**src/sv/pc_pkg.sv**
```systemverilog
package pc_pkg;

  localparam int VALUE_BITS = 16;
  // candidate divisors never pass sqrt of the largest value plus one
  localparam int DVS_BITS   = VALUE_BITS / 2 + 1;
  // running divisor sum stays at most three times the value before it is flagged over
  localparam int SUM_BITS   = VALUE_BITS + 2;
  localparam int SQ_BITS    = VALUE_BITS + 2;
  localparam int CNT_BITS   = $clog2(VALUE_BITS);

  typedef struct packed {
    logic                  start;
    logic [VALUE_BITS-1:0] dividend;
    logic [DVS_BITS-1:0]   divisor;
  } div_req_t;

  typedef struct packed {
    logic                  done;
    logic [VALUE_BITS-1:0] quot;
    logic [VALUE_BITS-1:0] rem;
  } div_rsp_t;

endpackage

```
**src/sv/prime_and_perfect_classifier_top.sv**
```systemverilog
// channel   ports                                  handshake
// input     in_value[15:0]                         start & !busy
// result    out_is_prime, out_is_perfect           out_valid, one-cycle strobe
//
// each item steps its candidate divisors through the shared restoring divider,
// one quotient bit per cycle per candidate
// busy stays high from the accepted beat until the result strobe
// rst_n is synchronous, active low; no clearing pass is needed
// results cannot be stalled and appear for a single cycle
module prime_and_perfect_classifier_top
  import pc_pkg::*;
(
  input  logic                  clk,
  input  logic                  rst_n,
  input  logic                  start,
  output logic                  busy,
  input  logic [VALUE_BITS-1:0] in_value,
  output logic                  out_valid,
  output logic                  out_is_prime,
  output logic                  out_is_perfect
);

  div_req_t req;
  div_rsp_t rsp;

  pc_ctrl u_ctrl (
    .clk            (clk),
    .rst_n          (rst_n),
    .start          (start),
    .busy           (busy),
    .in_value       (in_value),
    .out_valid      (out_valid),
    .out_is_prime   (out_is_prime),
    .out_is_perfect (out_is_perfect),
    .req            (req),
    .rsp            (rsp)
  );

  pc_div u_div (
    .clk   (clk),
    .rst_n (rst_n),
    .req   (req),
    .rsp   (rsp)
  );

endmodule

```
**src/sv/pc_div.sv**
```systemverilog
module pc_div
  import pc_pkg::*;
(
  input  logic     clk,
  input  logic     rst_n,
  input  div_req_t req,
  output div_rsp_t rsp
);

  logic                  run_r, run_nxt;
  logic                  done_r, done_nxt;
  logic [CNT_BITS-1:0]   cnt_r, cnt_nxt;
  logic [VALUE_BITS-1:0] rem_r, rem_nxt;
  logic [VALUE_BITS-1:0] quo_r, quo_nxt;
  logic [VALUE_BITS-1:0] dvs_r, dvs_nxt;
  logic [VALUE_BITS:0]   shifted;
  logic [VALUE_BITS:0]   diff;
  logic                  ge;

  // restoring divide, one quotient bit per cycle
  assign shifted = {rem_r, quo_r[VALUE_BITS-1]};
  assign ge      = shifted >= {1'b0, dvs_r};
  assign diff    = shifted - {1'b0, dvs_r};

  always_comb begin
    run_nxt  = run_r;
    done_nxt = 1'b0;
    cnt_nxt  = cnt_r;
    rem_nxt  = rem_r;
    quo_nxt  = quo_r;
    dvs_nxt  = dvs_r;
    if (req.start) begin
      run_nxt = 1'b1;
      cnt_nxt = CNT_BITS'(VALUE_BITS - 1);
      rem_nxt = '0;
      quo_nxt = req.dividend;
      dvs_nxt = VALUE_BITS'(req.divisor);
    end else if (run_r) begin
      rem_nxt = ge ? diff[VALUE_BITS-1:0] : shifted[VALUE_BITS-1:0];
      quo_nxt = {quo_r[VALUE_BITS-2:0], ge};
      cnt_nxt = cnt_r - 1'b1;
      if (cnt_r == '0) begin
        run_nxt  = 1'b0;
        done_nxt = 1'b1;
      end
    end
  end

  always_ff @(posedge clk) begin
    if (!rst_n) begin
      run_r  <= 1'b0;
      done_r <= 1'b0;
    end else begin
      run_r  <= run_nxt;
      done_r <= done_nxt;
    end
    cnt_r <= cnt_nxt;
    rem_r <= rem_nxt;
    quo_r <= quo_nxt;
    dvs_r <= dvs_nxt;
  end

  assign rsp.done = done_r;
  assign rsp.quot = quo_r;
  assign rsp.rem  = rem_r;

endmodule

```
**src/sv/pc_ctrl.sv**
```systemverilog
module pc_ctrl
  import pc_pkg::*;
(
  input  logic                  clk,
  input  logic                  rst_n,
  input  logic                  start,
  output logic                  busy,
  input  logic [VALUE_BITS-1:0] in_value,
  output logic                  out_valid,
  output logic                  out_is_prime,
  output logic                  out_is_perfect,
  output div_req_t              req,
  input  div_rsp_t              rsp
);

  typedef enum logic [2:0] {
    ST_IDLE  = 3'b001,
    ST_CHECK = 3'b010,
    ST_WAIT  = 3'b100
  } state_t;

  state_t                state_r, state_nxt;
  logic [VALUE_BITS-1:0] n_r, n_nxt;
  logic [DVS_BITS-1:0]   d_r, d_nxt;
  logic [SQ_BITS-1:0]    sq_r, sq_nxt;
  logic [SUM_BITS-1:0]   sum_r, sum_nxt;
  logic                  comp_r, comp_nxt;
  logic                  over_r, over_nxt;
  logic                  vld_r, vld_nxt;
  logic                  prime_r, prime_nxt;
  logic                  perf_r, perf_nxt;
  logic [SUM_BITS-1:0]   add_co;
  logic [SUM_BITS-1:0]   sum_add;
  logic                  big_n;

  assign big_n   = n_r >= VALUE_BITS'(2);
  // cofactor counts once when it equals the divisor
  assign add_co  = (rsp.quot == VALUE_BITS'(d_r)) ? '0 : SUM_BITS'(rsp.quot);
  assign sum_add = sum_r + SUM_BITS'(d_r) + add_co;

  always_comb begin
    state_nxt = state_r;
    n_nxt     = n_r;
    d_nxt     = d_r;
    sq_nxt    = sq_r;
    sum_nxt   = sum_r;
    comp_nxt  = comp_r;
    over_nxt  = over_r;
    vld_nxt   = 1'b0;
    prime_nxt = prime_r;
    perf_nxt  = perf_r;
    req.start    = 1'b0;
    req.dividend = n_r;
    req.divisor  = d_r;
    unique case (state_r)
      ST_IDLE: begin
        if (start) begin
          n_nxt     = in_value;
          d_nxt     = DVS_BITS'(2);
          sq_nxt    = SQ_BITS'(4);
          sum_nxt   = SUM_BITS'(1);
          comp_nxt  = 1'b0;
          over_nxt  = 1'b0;
          state_nxt = ST_CHECK;
        end
      end
      ST_CHECK: begin
        if (sq_r <= SQ_BITS'(n_r)) begin
          req.start = 1'b1;
          state_nxt = ST_WAIT;
        end else begin
          vld_nxt   = 1'b1;
          prime_nxt = big_n && !comp_r;
          perf_nxt  = big_n && !over_r && (sum_r == SUM_BITS'(n_r));
          state_nxt = ST_IDLE;
        end
      end
      ST_WAIT: begin
        if (rsp.done) begin
          if (rsp.rem == '0) begin
            comp_nxt = 1'b1;
            if (!over_r) begin
              sum_nxt = sum_add;
              if (sum_add > SUM_BITS'(n_r)) over_nxt = 1'b1;
            end
          end
          // (d+1)^2 = d^2 + 2d + 1
          sq_nxt    = sq_r + SQ_BITS'({d_r, 1'b1});
          d_nxt     = d_r + 1'b1;
          state_nxt = ST_CHECK;
        end
      end
      default: state_nxt = ST_IDLE;
    endcase
  end

  always_ff @(posedge clk) begin
    if (!rst_n) begin
      state_r <= ST_IDLE;
      vld_r   <= 1'b0;
    end else begin
      state_r <= state_nxt;
      vld_r   <= vld_nxt;
    end
    n_r     <= n_nxt;
    d_r     <= d_nxt;
    sq_r    <= sq_nxt;
    sum_r   <= sum_nxt;
    comp_r  <= comp_nxt;
    over_r  <= over_nxt;
    prime_r <= prime_nxt;
    perf_r  <= perf_nxt;
  end

  assign busy           = state_r != ST_IDLE;
  assign out_valid      = vld_r;
  assign out_is_prime   = prime_r;
  assign out_is_perfect = perf_r;

endmodule

```
**config.mk**
```make
export PLATFORM = sky130hd
export DESIGN_NAME = prime_and_perfect_classifier_top
export DESIGN_NICKNAME = d
export VERILOG_FILES = /design/src/sv/pc_pkg.sv /design/src/sv/prime_and_perfect_classifier_top.sv /design/src/sv/pc_div.sv /design/src/sv/pc_ctrl.sv
export SDC_FILE = /design/constraint.sdc
export NUM_CORES = 1
export LEC_CHECK = 0
export BUFFER_PORTS_ARGS = -buffer_cell sky130_fd_sc_hd__buf_2
export CORE_MARGIN = 2
export CORE_UTILIZATION = 40
export CTS_CLUSTER_SIZE = 20
export DETAILED_ROUTE_END_ITERATION = 10
export PLACE_DENSITY = 0.54
export SLEW_MARGIN = 25
export SYNTH_ARGS = -nofsm -noshare
export SYNTH_HDL_FRONTEND = slang
export SYNTH_SLANG_ARGS = --single-unit
```
**constraint.sdc**
```tcl
create_clock -name clk -period 5.2 [get_ports clk]
set_input_delay 0.52 -clock clk [delete_from_list [all_inputs] [get_ports clk]]
set_output_delay 0.52 -clock clk [all_outputs]
set_load 0.01 [all_outputs]
```
==> metrics.yaml, run 1 <==
critical_path:
  path_class: "flop to flop"
  critical_path.startpoint_type: "flop"
  worstPathArrival_ns: 5.23
  critPathMaxFanout: 6
  critPathRequiredTime_ns: 5.36
  critical_path.endpoint_type: "flop"
clock_tree:
  cts.htree.levels: 4
  cts_tree: "done"
  cts_buffers: 17
  clockBufferDepth: 2
  skew_pair_late_insertion_delay_ns: 0.42
  cts.clk_slew.worst_paths_ns: 0.06
  tritoncts_num_sinks: 116
  clock-root-buffer: "sky130_fd_sc_hd__clkbuf_16"
placement:
  detailed_place.area_um2: 8260
  number_of_port_buffers: 22
  place_ws_ns: -0.0175
  dp.final_hpwl_um: 15200
  numPlacedInstances: 1009
  gp_congestion: 0.914
timing:
  finalHoldViolations: 0
  setup_total_negative_slack_ns: 0
  whs_ns: 0.273
  unrepaired_setup_endpoints_after_global_routing: "true"
  period_share_pct: 97.6
  fmaxAchievable_mhz: 197
  smallest_setup_slack_after_layout_ns: 0.127
  maxSlewHeadroom_pct: 44.1
  fin_skew_ns: 0.00793
  final_period_minus_worst_setup_slack_ns: 5.07
  timing.final.setup_violations: 0
  tightestPinTransition_ns: 0.836
  slew_violations: 0
die:
  core.rowCount: 50
  die_width_um: 143
  io_pins: 23
  die_area_um2: 20300
  initial_utilization_pct: 40.9
  die_h_um: 143
  core_area_um2: 18800
hold_path:
  worstHoldPathType: "primary input to flop"
synthesis:
  synth_adder_area_share_pct: 15.3
  synth_compound_gate_area_share_pct: 12.4
  netlist.top_cell.by_area: "sky130_fd_sc_hd__edfxtp_1"
  post_synth_edffs: 90
  syn_nets: 848
  flops_latches_synth: 116
  synth_mux_area_share_pct: 3.00
  netlist_instances: 742
  syn-cell-area_um2: 7680
  post-synth-top-area-fraction_pct: 35.2
  postSynth.topFlopCell: "sky130_fd_sc_hd__edfxtp_1"
  syn-mean-instance-area_um2: 10.4
  synthXorXnorAreaFrac_pct: 7.98
  synth.yosys.warnings: 0
  synthTopCellsByArea: "sky130_fd_sc_hd__edfxtp_1 (35%), sky130_fd_sc_hd__ha_1 (12%), sky130_fd_sc_hd__dfxtp_1 (6.8%)"
  ys_async_sr_fraction_pct: 0
  synth_simple_gate_area_share_pct: 15.2
  register_area_share_after_synthesis_pct: 42.0
  synth.distinct_cells: 58
  largest_family_of_logic_cells_by_synthesized_area: "adder cells"
detailed_routing:
  ant_nets: 0
  avgViaCountPerCell: 5.51
  detailedRoute.firstPassIterationCount: 5
  routed_wl_um: 19800
  number_of_drc_violations_after_detailed_routing_iteration_0: 368
  route.vias.total: 5798
  routed_wire_length_per_instance_um: 18.8
  post-route-drc-count: 0
power:
  total_power_mw: 3.88
  internal_power_contribution_mw: 2.48
  power.ir.vdd_worst_uv: 221
  proportion_of_power_drawn_by_combinational_gates_pct: 36.1
  netSwitchingFraction_pct: 36.0
  cellPowerDensity_nw_per_um2: 429
  power.static_leakage_nw: 3.68
  seq_power_share_pct: 33.7
  pwr-share-clk_pct: 30.2
  power.switching_mw: 1.40
global_route:
  via_count_of_the_first_global_routing_pass: 5610
  grt_use_total_pct: 20.2
  grt_antenna_before_repair: 0
  grt_first_pass_wirelength_um: 31100
  globalRoute.totalOverflow: 0
  largest_net_degree_at_the_start_of_global_routing: 42
layout:
  area_delta_synth_final_pct: 17.8
  layout-drive-gt1-share_pct: 17.8
  layout.nets: 912
  finalCoreUtilization_pct: 48.2
  final_area_um2: 9050
  final_standard_cell_count_with_taps_included_and_fillers_excluded: 1053
  layout.cells.most_common: "sky130_fd_sc_hd__edfxtp_1"
  final_cell_mix: "sky130_fd_sc_hd__edfxtp_1 (90), sky130_fd_sc_hd__ha_1 (73), sky130_fd_sc_hd__nor2_1 (65)"
  insertedDiodeCount: 0
outcome:
  status: "complete, no violations"
job:
  drv_cap: 0
## power by group through the flow
stage | Combinational [mW] | Clock, mW | Sequential [mW]
floorplan | 0.999 | 0 | 1.28
global placement | 1.28 | 0 | 1.32
detailed placement | 1.31 | 0 | 1.32
CTS | 1.32 | 1.19 | 1.31
global route | 1.58 | 1.23 | 1.33
finish | 1.40 | 1.17 | 1.31
## critical path, stage by stage (launching register included)
cell and delay [ns]:
sky130_fd_sc_hd__edfxtp_1 0.47, sky130_fd_sc_hd__xnor2_1 0.21, sky130_fd_sc_hd__nand4_1 0.17, sky130_fd_sc_hd__nor3_2 0.19, sky130_fd_sc_hd__buf_4 0.16, sky130_fd_sc_hd__buf_4 0.11
sky130_fd_sc_hd__nor2b_1 0.04, sky130_fd_sc_hd__fa_1 0.52, sky130_fd_sc_hd__inv_1 0.08, sky130_fd_sc_hd__fa_2 0.40, sky130_fd_sc_hd__nor2b_2 0.14, sky130_fd_sc_hd__o211ai_1 0.19
sky130_fd_sc_hd__a211oi_2 0.35, sky130_fd_sc_hd__o21ai_0 0.13, sky130_fd_sc_hd__nand2b_1 0.10, sky130_fd_sc_hd__xor2_1 0.27, sky130_fd_sc_hd__ha_1 0.31, sky130_fd_sc_hd__and4_1 0.21
sky130_fd_sc_hd__nand3_1 0.12, sky130_fd_sc_hd__o22ai_1 0.10, sky130_fd_sc_hd__o31a_1 0.24, sky130_fd_sc_hd__or3_1 0.30
## Yosys cell counts (all sizes together), types with 4 or more instances
cell type / number
a211oi: 17
a21boi: 6
a21o: 8
a21oi: 37
and2: 17
and3: 9
buf: 5
clkbuf: 18
dfxtp: 26
edfxtp: 90
fa: 12
ha: 75
inv: 59
mux2: 16
mux2i: 5
nand2: 26
nand2b: 17
nand3: 15
nand4: 13
nor2: 65
nor2b: 15
nor3: 16
nor4: 14
o211ai: 10
o21a: 14
o21ai: 25
o31a: 4
or4: 5
xnor2: 50
xor2: 20
## timing repair
item / 4_1_cts / 5_1_grt
setup endpoints to repair: 1 / 1
pin swaps: 0 / 18
setup buffers: 0 / 12
cloned: 0 / 0
hold buffers: 0 / 0
gates resized for setup: 2 / 23
## registers in the layout, indices dropped and copies added, names as in the netlist
name	count
u_ctrl.over_r	1
u_div.dvs_r	9
u_ctrl.n_r	16
u_ctrl.comp_r	1
u_div.rem_r	16
u_ctrl.out_is_perfect	1
u_ctrl.sq_r	18
u_ctrl.sum_r	18
u_ctrl.d_r	9
u_div.done_r	1
u_div.cnt_r	4
u_ctrl.out_is_prime	1
u_div.run_r	1
u_ctrl.state_r	3
u_div.quo_r	16
u_ctrl.out_valid	1
## worst paths after layout
kind | from | slack (ns) | to | cells past startpoint
min | in_value[11] | 0.27 | u_ctrl.n_r[11]$_DFFE_PP_ | 1
max | u_div.quo_r[2]$_DFFE_PP_ | 0.13 | u_ctrl.over_r$_SDFFCE_PN0P_ | 21
max reg2reg | u_div.quo_r[2]$_DFFE_PP_ | 0.13 | u_ctrl.over_r$_SDFFCE_PN0P_ | 21
min reg2reg | u_div.cnt_r[3]$_SDFFE_PP1P_ | 0.51 | u_div.cnt_r[3]$_SDFFE_PP1P_ | 2
## metal layers
metal / GRT usage, % / wire length (um) / up-vias
met2: 31.0 / 8840 / 150
li1: - / - / 2820
met5: 0 / 0 / -
met1: 29.5 / 9860 / 2813
met3: 4.04 / 972 / 15
met4: 4.43 / 173 / 0
## final cells by class
| class | instances | area [um^2] |
|---|---|---|
| Timing Repair Buffer | 68 | 455 |
| Clock inverter | 15 | 160 |
| Sequential cell | 116 | 3220 |
| Tap cell | 234 | 293 |
| Fill cell | 1756 | 9720 |
| Inverter | 59 | 221 |
| Multi-Input combinational cell | 544 | 4270 |
| Clock buffer | 17 | 425 |
## cells by family (layout without fill, tap and decap cells)
kind of cell	Yosys count	count (layout)
compound gates	144	144
xor+xnor	70	70
fa+ha+maj	87	87
buf+inv	82	159
flops	116	116
mux	21	21
simple gates	222	222
Note: power is estimated with default switching activity, not from simulation.
==> run 2, diff against run 1 <==
==> constraint.sdc (replaced) <==
create_clock -name clk -period 5.2 [get_ports clk]
set_input_delay 0.26 -clock clk [delete_from_list [all_inputs] [get_ports clk]]
set_output_delay 0.26 -clock clk [all_outputs]
set_load 0.01 [all_outputs]
==> run 2 against run 1 <==
Critical path type unchanged. Largest cell class unchanged. Via count down 0.26%. Cell count up 0.38%. Clock skew about the same. Design area up 0.44%. Non-clock buffer count up 4. Count of clock-buffer cells in the layout unchanged. Setup slack worse by 0.0098 ns. Die area unchanged. Combinational power about the same.
==> metrics.yaml, run 2 (synthesis gave the netlist of run 1 again) <==
global_route:
  largest_net_degree_at_the_start_of_global_routing: 42
  globalRoute.totalOverflow: 0
  grt_use_total_pct: 20.2
  via_count_of_the_first_global_routing_pass: 5617
  grt_antenna_before_repair: 0
  grt_first_pass_wirelength_um: 31100
layout:
  layout.nets: 916
  finalCoreUtilization_pct: 48.4
  fillers: 1755
  final-seq-area_um2: 3220
  insertedDiodeCount: 0
  multiInputGateArea_um2: 4270
  layout-drive-gt1-share_pct: 17.7
  reg.largest.list: "u_ctrl.sq_r x18, u_ctrl.sum_r x18"
  final_standard_cell_count_with_taps_included_and_fillers_excluded: 1057
  final_cell_mix: "sky130_fd_sc_hd__edfxtp_1 (90), sky130_fd_sc_hd__ha_1 (73), sky130_fd_sc_hd__nor2_1 (65)"
  final_area_um2: 9090
  area_delta_synth_final_pct: 18.3
  layout.cells.most_common: "sky130_fd_sc_hd__edfxtp_1"
placement:
  dp.final_hpwl_um: 15200
  number_of_port_buffers: 22
  gp_congestion: 0.914
  detailed_place.area_um2: 8260
  numPlacedInstances: 1009
  place_ws_ns: -0.0175
power:
  power.ir.vdd_worst_uv: 221
  power.switching_mw: 1.40
  proportion_of_power_drawn_by_combinational_gates_pct: 36.2
  total_power_mw: 3.89
  cellPowerDensity_nw_per_um2: 427
  pwr-share-clk_pct: 30.1
  netSwitchingFraction_pct: 36.0
  seq_power_share_pct: 33.7
  internal_power_contribution_mw: 2.49
  power.static_leakage_nw: 3.69
critical_path:
  worstPathArrival_ns: 5.24
  timing.critical_path.slowest_stage_cell: "sky130_fd_sc_hd__fa_1"
  timing.critical_path.buf_inv: 3
  worstPathCellList: "xnor2_1, nand4_1, nor3_2, buf_4, buf_4, nor2b_1, fa_1, inv_1, fa_2, nor2b_2, o211ai_1, a211oi_2, o21ai_0, nand2b_1, xor2_1, ha_1, and4_1, nand3_1, o22ai_1, o31a_1, or3_1"
  critical_path.startpoint_type: "flop"
  critPathMaxFanout: 6
  path_class: "flop to flop"
  critical_path.endpoint_type: "flop"
  critPathMostFrequentCell: "sky130_fd_sc_hd__buf_4"
  critPathMaxStageDelay_ns: 0.52
  critPathRequiredTime_ns: 5.36
  critical-path-top-delay-family: "simple AND/OR/NAND/NOR gates"
timing:
  final_period_minus_worst_setup_slack_ns: 5.08
  fmaxAchievable_mhz: 197
  maxSlewHeadroom_pct: 44.6
  period_share_pct: 97.8
  timing.final.setup_violations: 0
  tightestPinTransition_ns: 0.830
  whs_ns: 0.0195
  fin_skew_ns: 0.00801
  smallest_setup_slack_after_layout_ns: 0.117
  setup_total_negative_slack_ns: 0
  unrepaired_setup_endpoints_after_global_routing: "true"
  slew_violations: 0
  finalHoldViolations: 0
die:
  die_area_um2: 20300
  io_pins: 23
  core.rowCount: 50
  core_area_um2: 18800
  die_h_um: 143
  die_width_um: 143
  initial_utilization_pct: 40.9
detailed_routing:
  ant_nets: 0
  post-route-drc-count: 0
  avgViaCountPerCell: 5.47
  route.vias.total: 5783
  routed_wl_um: 19800
  detailedRoute.firstPassIterationCount: 5
  number_of_drc_violations_after_detailed_routing_iteration_0: 328
  routed_wire_length_per_instance_um: 18.8
clock_tree:
  tritoncts_num_sinks: 116
  cts.htree.levels: 4
  cts_tree: "done"
  clockBufferDepth: 2
  clock-root-buffer: "sky130_fd_sc_hd__clkbuf_16"
  cts.clk_slew.worst_paths_ns: 0.06
  skew_pair_late_insertion_delay_ns: 0.42
  cts_buffers: 17
hold_path:
  worstHoldPathType: "primary input to flop"
job:
  drv_cap: 0
outcome:
  status: "complete, no violations"
==> run 2: changes by cell type in the layout (fill, tap and decap cells not counted), sizes merged <==
cell	previous run	this run
dlygate4sd3	0	4
==> run 2: final timing paths <==
| path | cells past startpoint | end | slack (ns) | start |
|---|---|---|---|---|
| setup / recovery | 21 | u_ctrl.over_r$_SDFFCE_PN0P_ | 0.12 | u_div.quo_r[2]$_DFFE_PP_ |
| hold / removal | 1 | u_ctrl.n_r[0]$_DFFE_PP_ | 0.02 | in_value[0] |
| setup reg to reg | 21 | u_ctrl.over_r$_SDFFCE_PN0P_ | 0.12 | u_div.quo_r[2]$_DFFE_PP_ |
| hold reg to reg | 2 | u_div.cnt_r[3]$_SDFFE_PP1P_ | 0.51 | u_div.cnt_r[3]$_SDFFE_PP1P_ |
==> run 2: worst register-to-register path, cell delays in order (launching register included) <==
cell	delay, ns
sky130_fd_sc_hd__edfxtp_1	0.47
sky130_fd_sc_hd__xnor2_1	0.21
sky130_fd_sc_hd__nand4_1	0.17
sky130_fd_sc_hd__nor3_2	0.19
sky130_fd_sc_hd__buf_4	0.16
sky130_fd_sc_hd__buf_4	0.11
sky130_fd_sc_hd__nor2b_1	0.04
sky130_fd_sc_hd__fa_1	0.52
sky130_fd_sc_hd__inv_1	0.08
sky130_fd_sc_hd__fa_2	0.40
sky130_fd_sc_hd__nor2b_2	0.14
sky130_fd_sc_hd__o211ai_1	0.19
sky130_fd_sc_hd__a211oi_2	0.35
sky130_fd_sc_hd__o21ai_0	0.13
sky130_fd_sc_hd__nand2b_1	0.09
sky130_fd_sc_hd__xor2_1	0.27
sky130_fd_sc_hd__ha_1	0.32
sky130_fd_sc_hd__and4_1	0.21
sky130_fd_sc_hd__nand3_1	0.13
sky130_fd_sc_hd__o22ai_1	0.10
sky130_fd_sc_hd__o31a_1	0.24
sky130_fd_sc_hd__or3_1	0.30
==> run 2: power by group through the flow <==
stage / clock [mW] / sequential (mW) / combinational, mW
3_5_place_dp: 0 / 1.32 / 1.31
6_report: 1.17 / 1.31 / 1.41
3_3_place_gp: 0 / 1.32 / 1.28
5_1_grt: 1.23 / 1.33 / 1.58
2_1_floorplan: 0 / 1.28 / 0.999
4_1_cts: 1.19 / 1.31 / 1.32
==> run 2: metal layers <==
layer,part of all wire [%],wire [um],up-vias,track usage [%]
met5,0,0,-,0
met4,0.87,172,0,4.43
met3,4.3,853,15,4.04
met2,44,8820,141,31.0
met1,50,10000,2798,29.5
li1,-,-,2829,-
==> run 2: cell type report <==
type / count / area share, %
multi-input cells: 544 / 47.0
flip-flops and latches: 116 / 35.5
repair buffers: 72 / 5.45
clock buffers: 17 / 4.68
well taps: 234 / 3.22
inverters: 59 / 2.44
clock inverters: 15 / 1.76
==> run 2: repair_timing <==
action                     4_1_cts  5_1_grt
setup endpoints to repair        1        1
hold endpoints to repair         2        2
pin swaps                        0       18
hold buffers                     2        2
cloned                           0        0
resized for setup                2       23
buffers inserted                 0       12
==> run 3, diff against run 2 <==
- RECOVER_POWER: default -> 50
==> run 3 against run 2 <==
Die area unchanged. The flow now finishes with violations (capacitance limit, slew limit). Non-clock buffer count unchanged. Critical path depth unchanged. Sequential power about the same. Via count down 0.57%. Largest cell class unchanged. Total power down 0.18%. Sequential share of layout area up 0.18 points.
==> metrics.yaml, run 3 (synthesis gave the netlist of run 1 again) <==
die:
  core_area_um2: 18800
  die_h_um: 143
  core.rowCount: 50
  io_pins: 23
  die_width_um: 143
  initial_utilization_pct: 40.9
  die_area_um2: 20300
hold_path:
  whs_endpoint: "u_ctrl.n_r[0]$_DFFE_PP_"
  worstHoldPathType: "primary input to flop"
  hold-path-cell-count: 1
  hp-start: "in_value[0]"
layout:
  layout-drive-gt1-share_pct: 15.9
  insertedDiodeCount: 0
  area_delta_synth_final_pct: 17.7
  final_standard_cell_count_with_taps_included_and_fillers_excluded: 1057
  layout.cells.most_common: "sky130_fd_sc_hd__edfxtp_1"
  final_cell_mix: "sky130_fd_sc_hd__edfxtp_1 (90), sky130_fd_sc_hd__ha_1 (73), sky130_fd_sc_hd__nor2_1 (65)"
  fillers: 1758
  layout.nets: 916
  reg.largest.list: "u_ctrl.sq_r x18, u_ctrl.sum_r x18"
  finalCoreUtilization_pct: 48.2
  final_area_um2: 9040
timing:
  final_period_minus_worst_setup_slack_ns: 5.07
  finalHoldViolations: 0
  maxSlewHeadroom_pct: -20.6
  unrepaired_setup_endpoints_after_global_routing: "true"
  slew_violations: 30
  fmaxAchievable_mhz: 197
  tightestPinTransition_ns: 1.81
  smallest_setup_slack_after_layout_ns: 0.132
  period_share_pct: 97.5
  fin_skew_ns: 0.00798
  timing.final.setup_violations: 0
critical_path:
  path_class: "flop to flop"
  critPathMaxFanout: 6
  regToRegSetupSlack_ns: 0.13
  worstPathArrival_ns: 5.23
  worstReg2RegStart: "u_div.quo_r[2]$_DFFE_PP_"
  critical_path.startpoint_type: "flop"
  critical_path.endpoint_type: "flop"
  critPathRequiredTime_ns: 5.36
  worst-r2r-cell-count: 21
  worst_r2r_endpoint: "u_ctrl.over_r$_SDFFCE_PN0P_"
placement:
  gp_congestion: 0.914
  number_of_port_buffers: 22
  dp.final_hpwl_um: 15200
  numPlacedInstances: 1009
  detailed_place.area_um2: 8260
  place_ws_ns: -0.0175
clock_tree:
  clock-root-buffer: "sky130_fd_sc_hd__clkbuf_16"
  cts_buffers: 17
  cts_tree: "done"
  cts.clk_slew.worst_paths_ns: 0.06
  cts.htree.levels: 4
  clockBufferDepth: 2
  skew_pair_late_insertion_delay_ns: 0.42
  tritoncts_num_sinks: 116
power:
  power.static_leakage_nw: 3.64
  cellPowerDensity_nw_per_um2: 429
  power.ir.vdd_worst_uv: 221
detailed_routing:
  avgViaCountPerCell: 5.44
  route.vias.total: 5750
  routed_wl_um: 19900
  number_of_drc_violations_after_detailed_routing_iteration_0: 326
  routed_wire_length_per_instance_um: 18.8
  post-route-drc-count: 0
  ant_nets: 0
  detailedRoute.firstPassIterationCount: 4
global_route:
  grt_antenna_before_repair: 0
  grt_first_pass_wirelength_um: 31100
  grt_use_total_pct: 20.2
  largest_net_degree_at_the_start_of_global_routing: 42
  via_count_of_the_first_global_routing_pass: 5617
  globalRoute.totalOverflow: 0
job:
  drv_cap: 1
outcome:
  status: "complete, but fails checks"
  failed_checks: "capacitance limit, slew limit"
run 3: timing repair:
action	in CTS	in global routing
buffers inserted	0	12
pin swaps	0	18
setup endpoints to repair	1	1
hold buffers	2	2
endpoints found under the hold margin	2	2
resized for setup	2	23
run 3: power by group:
| part | switching, mW | internal (mW) |
|---|---|---|
| sequential | 0.156 | 1.15 |
| combinational | 0.751 | 0.645 |
| clock | 0.492 | 0.679 |
| total | 1.40 | 2.48 |
run 3: critical path, cell delays in order, from the launching register on:
cell and delay (ns):
sky130_fd_sc_hd__edfxtp_1 0.47, sky130_fd_sc_hd__xnor2_1 0.20, sky130_fd_sc_hd__nand4_1 0.18, sky130_fd_sc_hd__nor3_2 0.19, sky130_fd_sc_hd__buf_4 0.16, sky130_fd_sc_hd__buf_4 0.11, sky130_fd_sc_hd__nor2b_1 0.04, sky130_fd_sc_hd__fa_1 0.52
sky130_fd_sc_hd__inv_1 0.08, sky130_fd_sc_hd__fa_2 0.40, sky130_fd_sc_hd__nor2b_2 0.14, sky130_fd_sc_hd__o211ai_1 0.19, sky130_fd_sc_hd__a211oi_2 0.35, sky130_fd_sc_hd__o21ai_0 0.13, sky130_fd_sc_hd__nand2b_1 0.09, sky130_fd_sc_hd__xor2_1 0.26
sky130_fd_sc_hd__ha_1 0.31, sky130_fd_sc_hd__and4_1 0.21, sky130_fd_sc_hd__nand3_1 0.13, sky130_fd_sc_hd__o22ai_1 0.10, sky130_fd_sc_hd__o31a_1 0.24, sky130_fd_sc_hd__or3_1 0.30
run 3: stage by stage:
step,setup TNS [ns],hold slack (ns),power (mW)
floorplan,0,0.331,2.28
global placement,0,0.440,2.60
detailed placement,-0.0175,0.438,2.63
CTS,0,0.00227,3.82
global route,-0.137,0.00348,4.13
finish,0,0.0176,3.88
run 3: worst max-delay path by stage:
stage	startpoint	end	slack [ns]
3_3_place_gp	u_div.quo_r[9]$_DFFE_PP_	u_ctrl.over_r$_SDFFCE_PN0P_	0.04
2_1_floorplan	u_ctrl.d_r[0]$_SDFFCE_PN0P_	u_ctrl.over_r$_SDFFCE_PN0P_	0.28
3_5_place_dp	u_div.quo_r[11]$_DFFE_PP_	u_ctrl.over_r$_SDFFCE_PN0P_	-0.02
4_1_cts	u_div.quo_r[9]$_DFFE_PP_	u_ctrl.over_r$_SDFFCE_PN0P_	0.003
5_1_grt	u_div.quo_r[15]$_DFFE_PP_	u_ctrl.over_r$_SDFFCE_PN0P_	-0.14
6_report	u_div.quo_r[2]$_DFFE_PP_	u_ctrl.over_r$_SDFFCE_PN0P_	0.13
run 3: per-layer routing:
metal,part of all wire [%],GRT usage (%)
met2,44,31.0
met4,0.98,4.43
met1,50,29.5
met3,4.2,4.04
met5,0,0
run 3: layout make-up:
type                       instances  area (um^2)  area share [%]
clock buffer                      17          425            4.70
clock inverter                    15          160            1.77
inverter                          59          221            2.45
multi-input combinational        544         4270            47.2
sequential                       116         3220            35.6
tap                              234          293            3.24
timing repair buffer              72          449            4.97
